File: src/design/bap_pkg.sv
`timescale 1ns / 1ps

package bap_pkg;

  localparam int MAX_LINE_WIDTH_DEF = 1024;
  localparam int MAX_BLOCK_SIDE_DEF = 64;

  localparam int PIX_W     = 8;
  localparam int CFG_W     = 13;
  localparam int CFG_IDX_W = 3;

  // Widths of the configuration registers.
  localparam int IMG_W_BITS = 11;
  localparam int IMG_H_BITS = 13;
  localparam int BLK_BITS   = 7;

  // Register indexes on the configuration port.
  localparam logic [CFG_IDX_W-1:0] REG_IMAGE_WIDTH  = 3'd0;
  localparam logic [CFG_IDX_W-1:0] REG_IMAGE_HEIGHT = 3'd1;
  localparam logic [CFG_IDX_W-1:0] REG_BLOCK_WIDTH  = 3'd2;
  localparam logic [CFG_IDX_W-1:0] REG_BLOCK_HEIGHT = 3'd3;
  localparam logic [CFG_IDX_W-1:0] REG_ZERO_BAND_EN = 3'd4;
  localparam logic [CFG_IDX_W-1:0] REG_BAND_LOW     = 3'd5;
  localparam logic [CFG_IDX_W-1:0] REG_BAND_HIGH    = 3'd6;

  // Values after reset.
  localparam logic [IMG_W_BITS-1:0] RST_IMAGE_WIDTH  = 11'd640;
  localparam logic [IMG_H_BITS-1:0] RST_IMAGE_HEIGHT = 13'd480;
  localparam logic [BLK_BITS-1:0]   RST_BLOCK_WIDTH  = 7'd8;
  localparam logic [BLK_BITS-1:0]   RST_BLOCK_HEIGHT = 7'd8;
  localparam logic [PIX_W-1:0]      RST_BAND_LOW     = 8'd0;
  localparam logic [PIX_W-1:0]      RST_BAND_HIGH    = 8'd255;

  localparam logic [PIX_W-1:0] PIX_MAX = 8'hFF;

  typedef struct packed {
    logic accept;
    logic update;
    logic div_start;
    logic out_load;
  } bap_cmd_t;

  typedef struct packed {
    logic emit;
    logic div_busy;
    logic div_done;
    logic out_free;
  } bap_sts_t;

endpackage

File: src/design/bap_ctrl.sv
`timescale 1ns / 1ps

module bap_ctrl (
  input  logic              clk,
  input  logic              rst,
  input  logic              in_valid,
  output logic              in_ready,
  input  bap_pkg::bap_sts_t sts,
  output bap_pkg::bap_cmd_t cmd
);

  localparam logic [1:0] S_IDLE = 2'd0;
  localparam logic [1:0] S_UPD  = 2'd1;
  localparam logic [1:0] S_DIV  = 2'd2;
  localparam logic [1:0] S_LOAD = 2'd3;

  logic [1:0] state;
  logic [1:0] state_next;

  always_ff @(posedge clk) begin
    if (rst) begin
      state <= S_IDLE;
    end else begin
      state <= state_next;
    end
  end

  assign in_ready = (state == S_IDLE);

  always_comb begin
    state_next    = state;
    cmd.accept    = 1'b0;
    cmd.update    = 1'b0;
    cmd.div_start = 1'b0;
    cmd.out_load  = 1'b0;
    case (state)
      S_IDLE: begin
        if (in_valid) begin
          cmd.accept = 1'b1;
          state_next = S_UPD;
        end
      end
      S_UPD: begin
        cmd.update = 1'b1;
        if (sts.emit) begin
          cmd.div_start = 1'b1;
          state_next    = S_DIV;
        end else begin
          state_next = S_IDLE;
        end
      end
      S_DIV: begin
        if (sts.div_done) begin
          state_next = S_LOAD;
        end
      end
      S_LOAD: begin
        // Wait here until the output register is empty or being emptied.
        if (sts.out_free) begin
          cmd.out_load = 1'b1;
          state_next   = S_IDLE;
        end
      end
      default: begin
        state_next = S_IDLE;
      end
    endcase
  end

endmodule

File: config.mk
export PLATFORM = sky130hd
export DESIGN_NAME = bap_ctrl
export DESIGN_NICKNAME = d
export VERILOG_FILES = /design/src/design/bap_pkg.sv /design/src/design/bap_ctrl.sv
export SDC_FILE = /design/constraint.sdc
export NUM_CORES = 1
export LEC_CHECK = 0
export BUFFER_PORTS_ARGS = -buffer_cell sky130_fd_sc_hd__buf_2
export CAP_MARGIN = 40
export CORE_AREA = 3 3 40 42
export DETAILED_ROUTE_END_ITERATION = 8
export DIE_AREA = 0 0 43 45
export PLACE_DENSITY = 0.35
export SLEW_MARGIN = 20
export SYNTH_ARGS = -nofsm -noshare
export SYNTH_HDL_FRONTEND = slang
export SYNTH_SLANG_ARGS = --single-unit
File: constraint.sdc
create_clock -name clk -period 1.8 [get_ports clk]
set_input_delay 0.18 -clock clk [delete_from_list [all_inputs] [get_ports clk]]
set_output_delay 0.18 -clock clk [all_outputs]
set_load 0.02 [all_outputs]
==> run_results.csv, run 1 <==
group,metric,value,unit
critical_path,path_class,"reg -> out",
synthesis,ys_warn_count,0,
sta,layout_min_cycle_time,1.26,ns
synthesis,synth.ff_latch_count,2,
drt,drt_iter0_markers,0,
die,core_area,0.00128,mm^2
critical_path,critPathTopFamily,"flip-flops",
die,io_pins,12,
cts,cts_setup_buffers,0,
finish,nNetsFinal,37,
run_status,status,"complete, no violations",
critical_path,critical_path_cell_count,3,
critical_path,cp-start-kind,"register",
sta,fin_ws,0.541,ns
sta,finalSetupViolCount,0,
die,dieArea,0.00194,mm^2
critical_path,required,1.62,ns
cts,cts-root-buf,"clkbuf_4",
die,die_width,43,um
synthesis,synth.distinct_cells,11,
synthesis,syn_nets,22,
hold_path,holdPathStages,2,
synthesis,yosysTopAreaCell,"dfxtp_1",
drt,routed-via-count,148,
synthesis,yosys.area.top_type_share,33.7,%
cts,clk_path_buf_depth,2,
sta,finalHoldViolations,0,
grt,grt_max_degree,7,
sta,fmax,795,MHz
finish,num_antenna_cells,0,
grt,grt_antenna_before_repair,0,
critical_path,crit_buf_inv,1,
sta,post-route-period-util,69.9,%
grt,grt_pass1_vias,150,
finish,mostFrequentLayoutCells,"10 x buf_2, 3 x clkbuf_4",
placement,port-buffer-count,10,
drt,wirelength,359,um
finish,mostFrequentLayoutCell,"buf_2",
critical_path,cp_slowest_cell,"dfxtp_1",
synthesis,synth_area_leaders,"dfxtp_1 34%, a211oi_2 11%, and2_1 11%, a21oi_1 8.4%, nor2b_2 7.4%",
drt,postRouteAntennaNets,0,
pwr,ir_drop,0.245,mV
cts,clock_sinks,2,
placement,dp_slack,0.763,ns
pwr,pwr_density_cell,917,mW/mm^2
critical_path,worst-r2r-cell-count,3,
critical_path,worst_setup_path_end_kind,"output port",
critical_path,arrival,1.08,ns
die,die_y,45,um
critical_path,max_stage_delay,0.37,ns
sta,rsz0062_at_grt,"false",
finish,drive_gt1_share,53.6,%
sta,max_slew_margin,85.4,%
drt,avgRoutedWirePerCell,8.35,um
finish,fill_cells,151,
finish,syn_to_final_growth,76.8,%
sta,maxSlewViolCount,0,
drt,firstDrtPassIters,1,
cts,cts_tree,"yes",
synthesis,syn_avg_cell_area,7.92,um^2
placement,place_hpwl,305,um
drt,drc,0,
grt,grt_remaining_overflow,0,
pwr,cellLeakagePower,0.000104,uW
cts,path_clk_slew,0.03,ns
die,num_rows,13,
drt,viasPerCell,3.44,
synthesis,synthCells,15,
sta,max_slew.worst_pin.slew,0.219,ns
critical_path,path_max_fanout,6,
critical_path,path_cells,"nor2b_2 -> and2_1 -> buf_2",
cts,cts_hold_buf,0,
synthesis,syn_area,119,um^2
sta,fin_skew,0.00239,ns
grt,grtUsageTotal,5.99,%
run,maxCapViolCount,0,
sta,fin_setup_tns,0,ns
grt,grt_pass1_wl,696,um
pwr,finalPower,193,uW
cts,cts-resized-gates,0,
synthesis,yosysSeqAreaShare,33.7,%
cts,worstSkewPairLatency,0.22,ns
cts,cts_buffers,3,
die,initial_core_util,9.25,%
hold_path,hp-class,"in -> reg",
cts,ctsHtreeMaxLevel,1,
placement,gp_routability_congestion,0.702,
-- power by group --
group          total [uW]  leakage [uW]  internal [uW]  switching, uW
registers            52.6     0.0000165           48.1           4.51
clock network        97.1     0.0000138           73.3           23.7
logic                43.1     0.0000733           18.5           24.5
total                 193      0.000104            140           52.8
-- per-stage QoR --
| stage | instances | hold slack [ns] | utilization (%) | instance area [um^2] |
|---|---|---|---|---|
| 3_5_place_dp | 40 | 0.362 | 14.6 | 188 |
| 2_1_floorplan | 15 | 0.245 | - | 119 |
| 5_1_grt | 43 | 0.115 | 16.4 | 210 |
| 3_3_place_gp | 40 | 0.364 | 14.6 | 188 |
| 4_1_cts | 43 | 0.122 | 16.4 | 210 |
| 6_report | 43 | 0.133 | 16.4 | 210 |
-- logic make-up (layout without fill, tap and decap cells) --
kind of cell	count (synthesis)	in the layout	share of synthesized area, %
simple gates	8	8	37.9
compound gates	4	4	25.3
flops	2	2	33.7
buf+inv	1	14	3.15
-- cell usage after synthesis --
cell type,instances
inv_1,1
and3_1,1
nand2_1,1
a211oi_2,1
dfxtp_1,2
a21oi_1,2
a22oi_1,1
nor2_1,2
nor2b_1,1
and2_1,2
nor2b_2,1
-- routing by layer --
layer,wire [um],up-vias,track usage (%),part of all wire [%]
li1,-,78,-,-
met1,174,57,5.52,48
met2,106,13,5.69,30
met3,78,0,7.17,22
met4,0,0,7.23,0
met5,0,-,0,0
-- layout make-up --
type	count	area (um^2)	share of cell area, %
multi-input cells	12	75.1	35.7
repair buffers	10	50.0	23.8
flip-flops and latches	2	40.0	19.0
clock buffers	3	22.5	10.7
well taps	15	18.8	8.93
inverters	1	3.75	1.79
-- final timing paths --
check / from / to / slack [ns]
max reg2reg: register / register / 0.91
min: rst / state[0]$_SDFFE_PP0P_ / 0.13
max: state[0]$_SDFFE_PP0P_ / cmd[1] / 0.54
min reg2reg: register / state[0]$_SDFFE_PP0P_ / 0.56
Note: power is estimated with default switching activity, not from simulation.
==> run 2: changes to the inputs <==
==> constraint.sdc (replaced) <==
create_clock -name clk -period 1.3 [get_ports clk]
set_input_delay 0.13 -clock clk [delete_from_list [all_inputs] [get_ports clk]]
set_output_delay 0.13 -clock clk [all_outputs]
set_load 0.02 [all_outputs]
==> run 2 against run 1 <==
  * Global-route usage unchanged
  * Combinational power increased by 39%
  * Clock power increased by 38%
  * Cell count unchanged
  * Power increased by 39%
  * Critical path depth unchanged
  * Final area increased by 0.60%
  * Sequential power increased by 40%
  * Utilization increased by 0.097 points
  * First-iteration DRC count unchanged
  * Clock skew unchanged
  * Via count unchanged
==> run_results.csv, run 2 (same netlist as run 1, synthesis figures left out) <==
group,metric,value,unit
sta,max_slew.worst_pin.slew,0.219,ns
pwr,ir_drop,0.340,mV
sta,finalHoldViolations,0,
sta,rsz0062_at_grt,"false",
cts,cts_setup_buffers,0,
cts,cts-root-buf,"clkbuf_4",
critical_path,arrival,1.03,ns
sta,layout_min_cycle_time,1.16,ns
finish,drive_gt1_share,57.1,%
drt,wirelength,359,um
cts,path_clk_slew,0.03,ns
sta,fin_setup_tns,0,ns
run,maxCapViolCount,0,
pwr,cellLeakagePower,0.000104,uW
drt,drt_iter0_markers,0,
cts,cts_buffers,3,
cts,worstSkewPairLatency,0.22,ns
hold_path,hp-class,"in -> reg",
die,die_width,43,um
pwr,p_switching,73.1,uW
die,io_pins,12,
grt,grtUsageTotal,5.99,%
grt,grt_antenna_before_repair,0,
sta,fmax,861,MHz
grt,grt_remaining_overflow,0,
finish,mostFrequentLayoutCells,"10 x buf_2, 3 x clkbuf_4, 2 x and2_1, 2 x nor2_1, 2 x a21oi_1",
critical_path,path_class,"reg -> out",
finish,fill_cells,150,
die,num_rows,13,
grt,grt_pass1_vias,150,
placement,gp_routability_congestion,0.702,
cts,clk_path_buf_depth,2,
finish,num_antenna_cells,0,
sta,fin_skew,0.00239,ns
pwr,pwr-share-comb,22.3,%
sta,max_slew_margin,85.4,%
sta,finalSetupViolCount,0,
pwr,pwr_density_cell,1270,mW/mm^2
placement,place_hpwl,305,um
die,core_area,0.00128,mm^2
pwr,power_frac_clock,50.2,%
pwr,p_int,194,uW
drt,routed-via-count,148,
critical_path,path_max_fanout,6,
finish,mostFrequentLayoutCell,"buf_2",
finish,syn_to_final_growth,77.9,%
finish,nNetsFinal,37,
drt,postRouteAntennaNets,0,
finish,fin_util,16.5,%
critical_path,worst_setup_path_end_kind,"output port",
critical_path,required,1.17,ns
die,dieArea,0.00194,mm^2
cts,clock_sinks,2,
grt,grt_pass1_wl,696,um
grt,grt_max_degree,7,
die,initial_core_util,9.25,%
hold_path,min-delay-start,"rst",
sta,post-route-period-util,89.4,%
pwr,swShare,27.3,%
cts,cts_tree,"yes",
run_status,status,"complete, no violations",
pwr,seq_power_share,27.4,%
cts,ctsHtreeMaxLevel,1,
die,die_y,45,um
placement,port-buffer-count,10,
drt,firstDrtPassIters,1,
critical_path,cp-start-kind,"register",
sta,hold_slack,0.0758,ns
sta,maxSlewViolCount,0,
drt,avgRoutedWirePerCell,8.35,um
drt,viasPerCell,3.44,
drt,drc,0,
-- run 2: power by group through the flow --
stage,Clock [uW],Sequential [uW],Combinational (uW)
2_1_floorplan,0,72.3,37.6
3_3_place_gp,0,73.5,60.0
3_5_place_dp,0,73.8,60.5
4_1_cts,144,73.0,60.6
5_1_grt,161,75.3,66.6
6_report,134,73.4,59.7
-- run 2: through the flow --
step	instance area, um^2	power, uW	setup slack (ns)	instances
6_report	211	268	0.138	43
5_1_grt	211	303	0.0301	43
4_1_cts	210	278	0.0714	43
3_5_place_dp	188	134	0.313	40
3_3_place_gp	188	133	0.339	40
2_1_floorplan	119	110	0.202	15
-- run 2: critical path, cell delays in order, from the launching register on --
cell	delay (ns)
dfxtp_1	0.42
nor2b_2	0.08
and2_1	0.15
buf_2	0.15
-- run 2: final timing paths --
check | slack [ns] | to | cells past startpoint
max | 0.14 | cmd[1] | 3
min | 0.08 | state[0]$_SDFFE_PP0P_ | 2
max reg2reg | 0.41 | register | 3
min reg2reg | 0.55 | state[0]$_SDFFE_PP0P_ | 1
-- run 2: layout make-up --
cell class              count  area [um^2]  area share, %
multi-input cells          12         75.1           35.5
repair buffers             10         50.0           23.7
flip-flops and latches      2         41.3           19.5
clock buffers               3         22.5           10.7
well taps                  15         18.8           8.88
inverters                   1         3.75           1.78
-- run 2: timing repair --
action | CTS | global route
hold buffers | 0 | 0
resized for setup | 0 | 1
setup endpoints to repair | 0 | 1
-- run 2: per-layer routing --
| metal | share of wire (%) | track usage, % | routed length [um] |
|---|---|---|---|
| met5 | 0 | 0 | 0 |
| met2 | 30 | 5.69 | 106 |
| met4 | 0 | 7.23 | 0 |
| met1 | 48 | 5.52 | 174 |
| met3 | 22 | 7.17 | 78 |
==> run 3: changes to the inputs <==
--- a/config.mk
+++ b/config.mk
@@ -7,9 +7,9 @@
 export LEC_CHECK = 0
 export BUFFER_PORTS_ARGS = -buffer_cell sky130_fd_sc_hd__buf_2
 export CAP_MARGIN = 40
-export CORE_AREA = 3 3 40 42
+export CORE_AREA = 2 2 39 41
 export DETAILED_ROUTE_END_ITERATION = 8
-export DIE_AREA = 0 0 43 45
+export DIE_AREA = 0 0 41 43
 export PLACE_DENSITY = 0.35
 export SLEW_MARGIN = 20
 export SYNTH_ARGS = -nofsm -noshare
==> run 3 against run 2 <==
  * Register-to-register slack better by 0.02 ns
  * Sequential share of layout area down 0.59 points
  * Setup slack worse by 0.061 ns
  * Sequential power about the same
  * Clock skew up 0.00064 ns
  * Wire length up 2.2%
  * Hold slack better by 0.0042 ns
  * Clock power up 3%
  * First-iteration DRC count up 3
  * Global-route usage down 0.98 points
  * Largest cell class unchanged
  * Utilization down 1.2 points
==> run_results.csv, run 3 (same netlist as run 1, synthesis figures left out) <==
group,metric,value,unit
critical_path,path_class,"reg -> out",
run,maxCapViolCount,0,
cts,cts_hold_buf,0,
cts,clock_sinks,2,
sta,fin_ws,0.0775,ns
cts,ctsHtreeMaxLevel,1,
finish,syn_to_final_growth,77.9,%
pwr,p_switching,76.5,uW
grt,grt_pass1_wl,496,um
drt,drc,0,
sta,layout_min_cycle_time,1.22,ns
cts,cts_buffers,3,
die,initial_core_util,8.59,%
finish,mostFrequentLayoutCell,"buf_2",
sta,max_slew_margin,85.3,%
cts,cts-root-buf,"clkbuf_4",
die,num_rows,14,
grt,grt_pass1_vias,116,
pwr,cellLeakagePower,0.000104,uW
die,die_width,41,um
finish,fin_util,15.3,%
finish,design_area,211,um^2
critical_path,worst_setup_path_end_kind,"output port",
critical_path,max_stage_delay,0.39,ns
placement,gp_routability_congestion,0.574,
drt,postRouteAntennaNets,0,
placement,port-buffer-count,10,
run_status,status,"complete, no violations",
die,die_y,43,um
finish,fill_cells,158,
drt,routed-via-count,143,
die,core_area,0.00138,mm^2
cts,worstSkewPairLatency,0.22,ns
pwr,pwr-share-comb,22.1,%
critical_path,cp-start-kind,"register",
critical_path,path_cells,"nor2b_2 -> and2_1 -> buf_2",
cts,cts_setup_buffers,0,
cts,cts_tree,"yes",
drt,avgRoutedWirePerCell,8.34,um
cts,cts-resized-gates,0,
sta,post-route-period-util,94.0,%
critical_path,cp_slowest_cell,"dfxtp_1",
drt,wirelength,367,um
placement,dp_slack,0.317,ns
drt,viasPerCell,3.25,
sta,fin_skew,0.00303,ns
sta,maxSlewViolCount,0,
placement,place_hpwl,298,um
pwr,finalPower,271,uW
pwr,ir_drop,0.308,mV
sta,fmax,818,MHz
die,io_pins,12,
pwr,seq_power_share,27.1,%
placement,place_area,189,um^2
pwr,swShare,28.3,%
pwr,pwr_density_cell,1280,mW/mm^2
critical_path,required,1.17,ns
sta,finalSetupViolCount,0,
grt,grt_remaining_overflow,0,
grt,grt_antenna_before_repair,0,
drt,drt_iter0_markers,3,
critical_path,arrival,1.09,ns
sta,rsz0062_at_grt,"false",
grt,grtUsageTotal,5.01,%
critical_path,path_max_fanout,6,
sta,finalHoldViolations,0,
sta,max_slew.worst_pin.slew,0.220,ns
pwr,power_frac_clock,50.8,%
critical_path,crit_buf_inv,1,
sta,fin_setup_tns,0,ns
finish,num_antenna_cells,0,
pwr,p_int,194,uW
finish,drive_gt1_share,53.6,%
critical_path,critPathTopFamily,"flip-flops",
cts,clk_path_buf_depth,2,
finish,mostFrequentLayoutCells,"10 x buf_2, 3 x clkbuf_4",
hold_path,hp-class,"in -> reg",
drt,firstDrtPassIters,2,
grt,grt_max_degree,7,
finish,nNetsFinal,37,
cts,path_clk_slew,0.03,ns
die,dieArea,0.00176,mm^2
## run 3: path summary, 6_finish.rpt
check	from	end	slack, ns	depth (start not counted)
setup / recovery	state[0]$_SDFFE_PP0P_	cmd[1]	0.08	3
hold / removal	rst	state[0]$_SDFFE_PP0P_	0.08	2
setup reg to reg	state[0]$_SDFFE_PP0P_	register	0.43	3
hold reg to reg	register	state[0]$_SDFFE_PP0P_	0.56	1
## run 3: per-layer routing
layer	vias up	routed length (um)	part of all wire, %	GRT usage (%)
met5	-	0	0	0
met4	0	0	0	6.00
met3	0	67	18	4.71
met2	11	99	27	2.50
met1	52	200	54	7.67
li1	80	-	-	-
## run 3: power groups by stage
stage | Clock (uW) | Combinational, uW | Sequential [uW]
6_report | 138 | 59.8 | 73.2
3_3_place_gp | 0 | 60.7 | 74.0
5_1_grt | 156 | 64.6 | 73.9
4_1_cts | 151 | 60.8 | 73.1
3_5_place_dp | 0 | 60.8 | 73.9
2_1_floorplan | 0 | 37.6 | 72.3
## run 3: layout make-up
cell class                 count  area [um^2]  area share (%)
clock buffer                   3         22.5            10.7
inverter                       1         3.75            1.78
multi-input combinational     12         75.1            35.5
sequential                     2         40.0            18.9
tap                           16         20.0            9.47
timing repair buffer          10         50.0            23.7
## run 3: per-stage QoR
stage / cells / hold WS (ns)
CTS: 44 / 0.0660
finish: 44 / 0.0801
floorplan: 15 / 0.195
global placement: 41 / 0.319
detailed placement: 41 / 0.313
global route: 44 / 0.0663
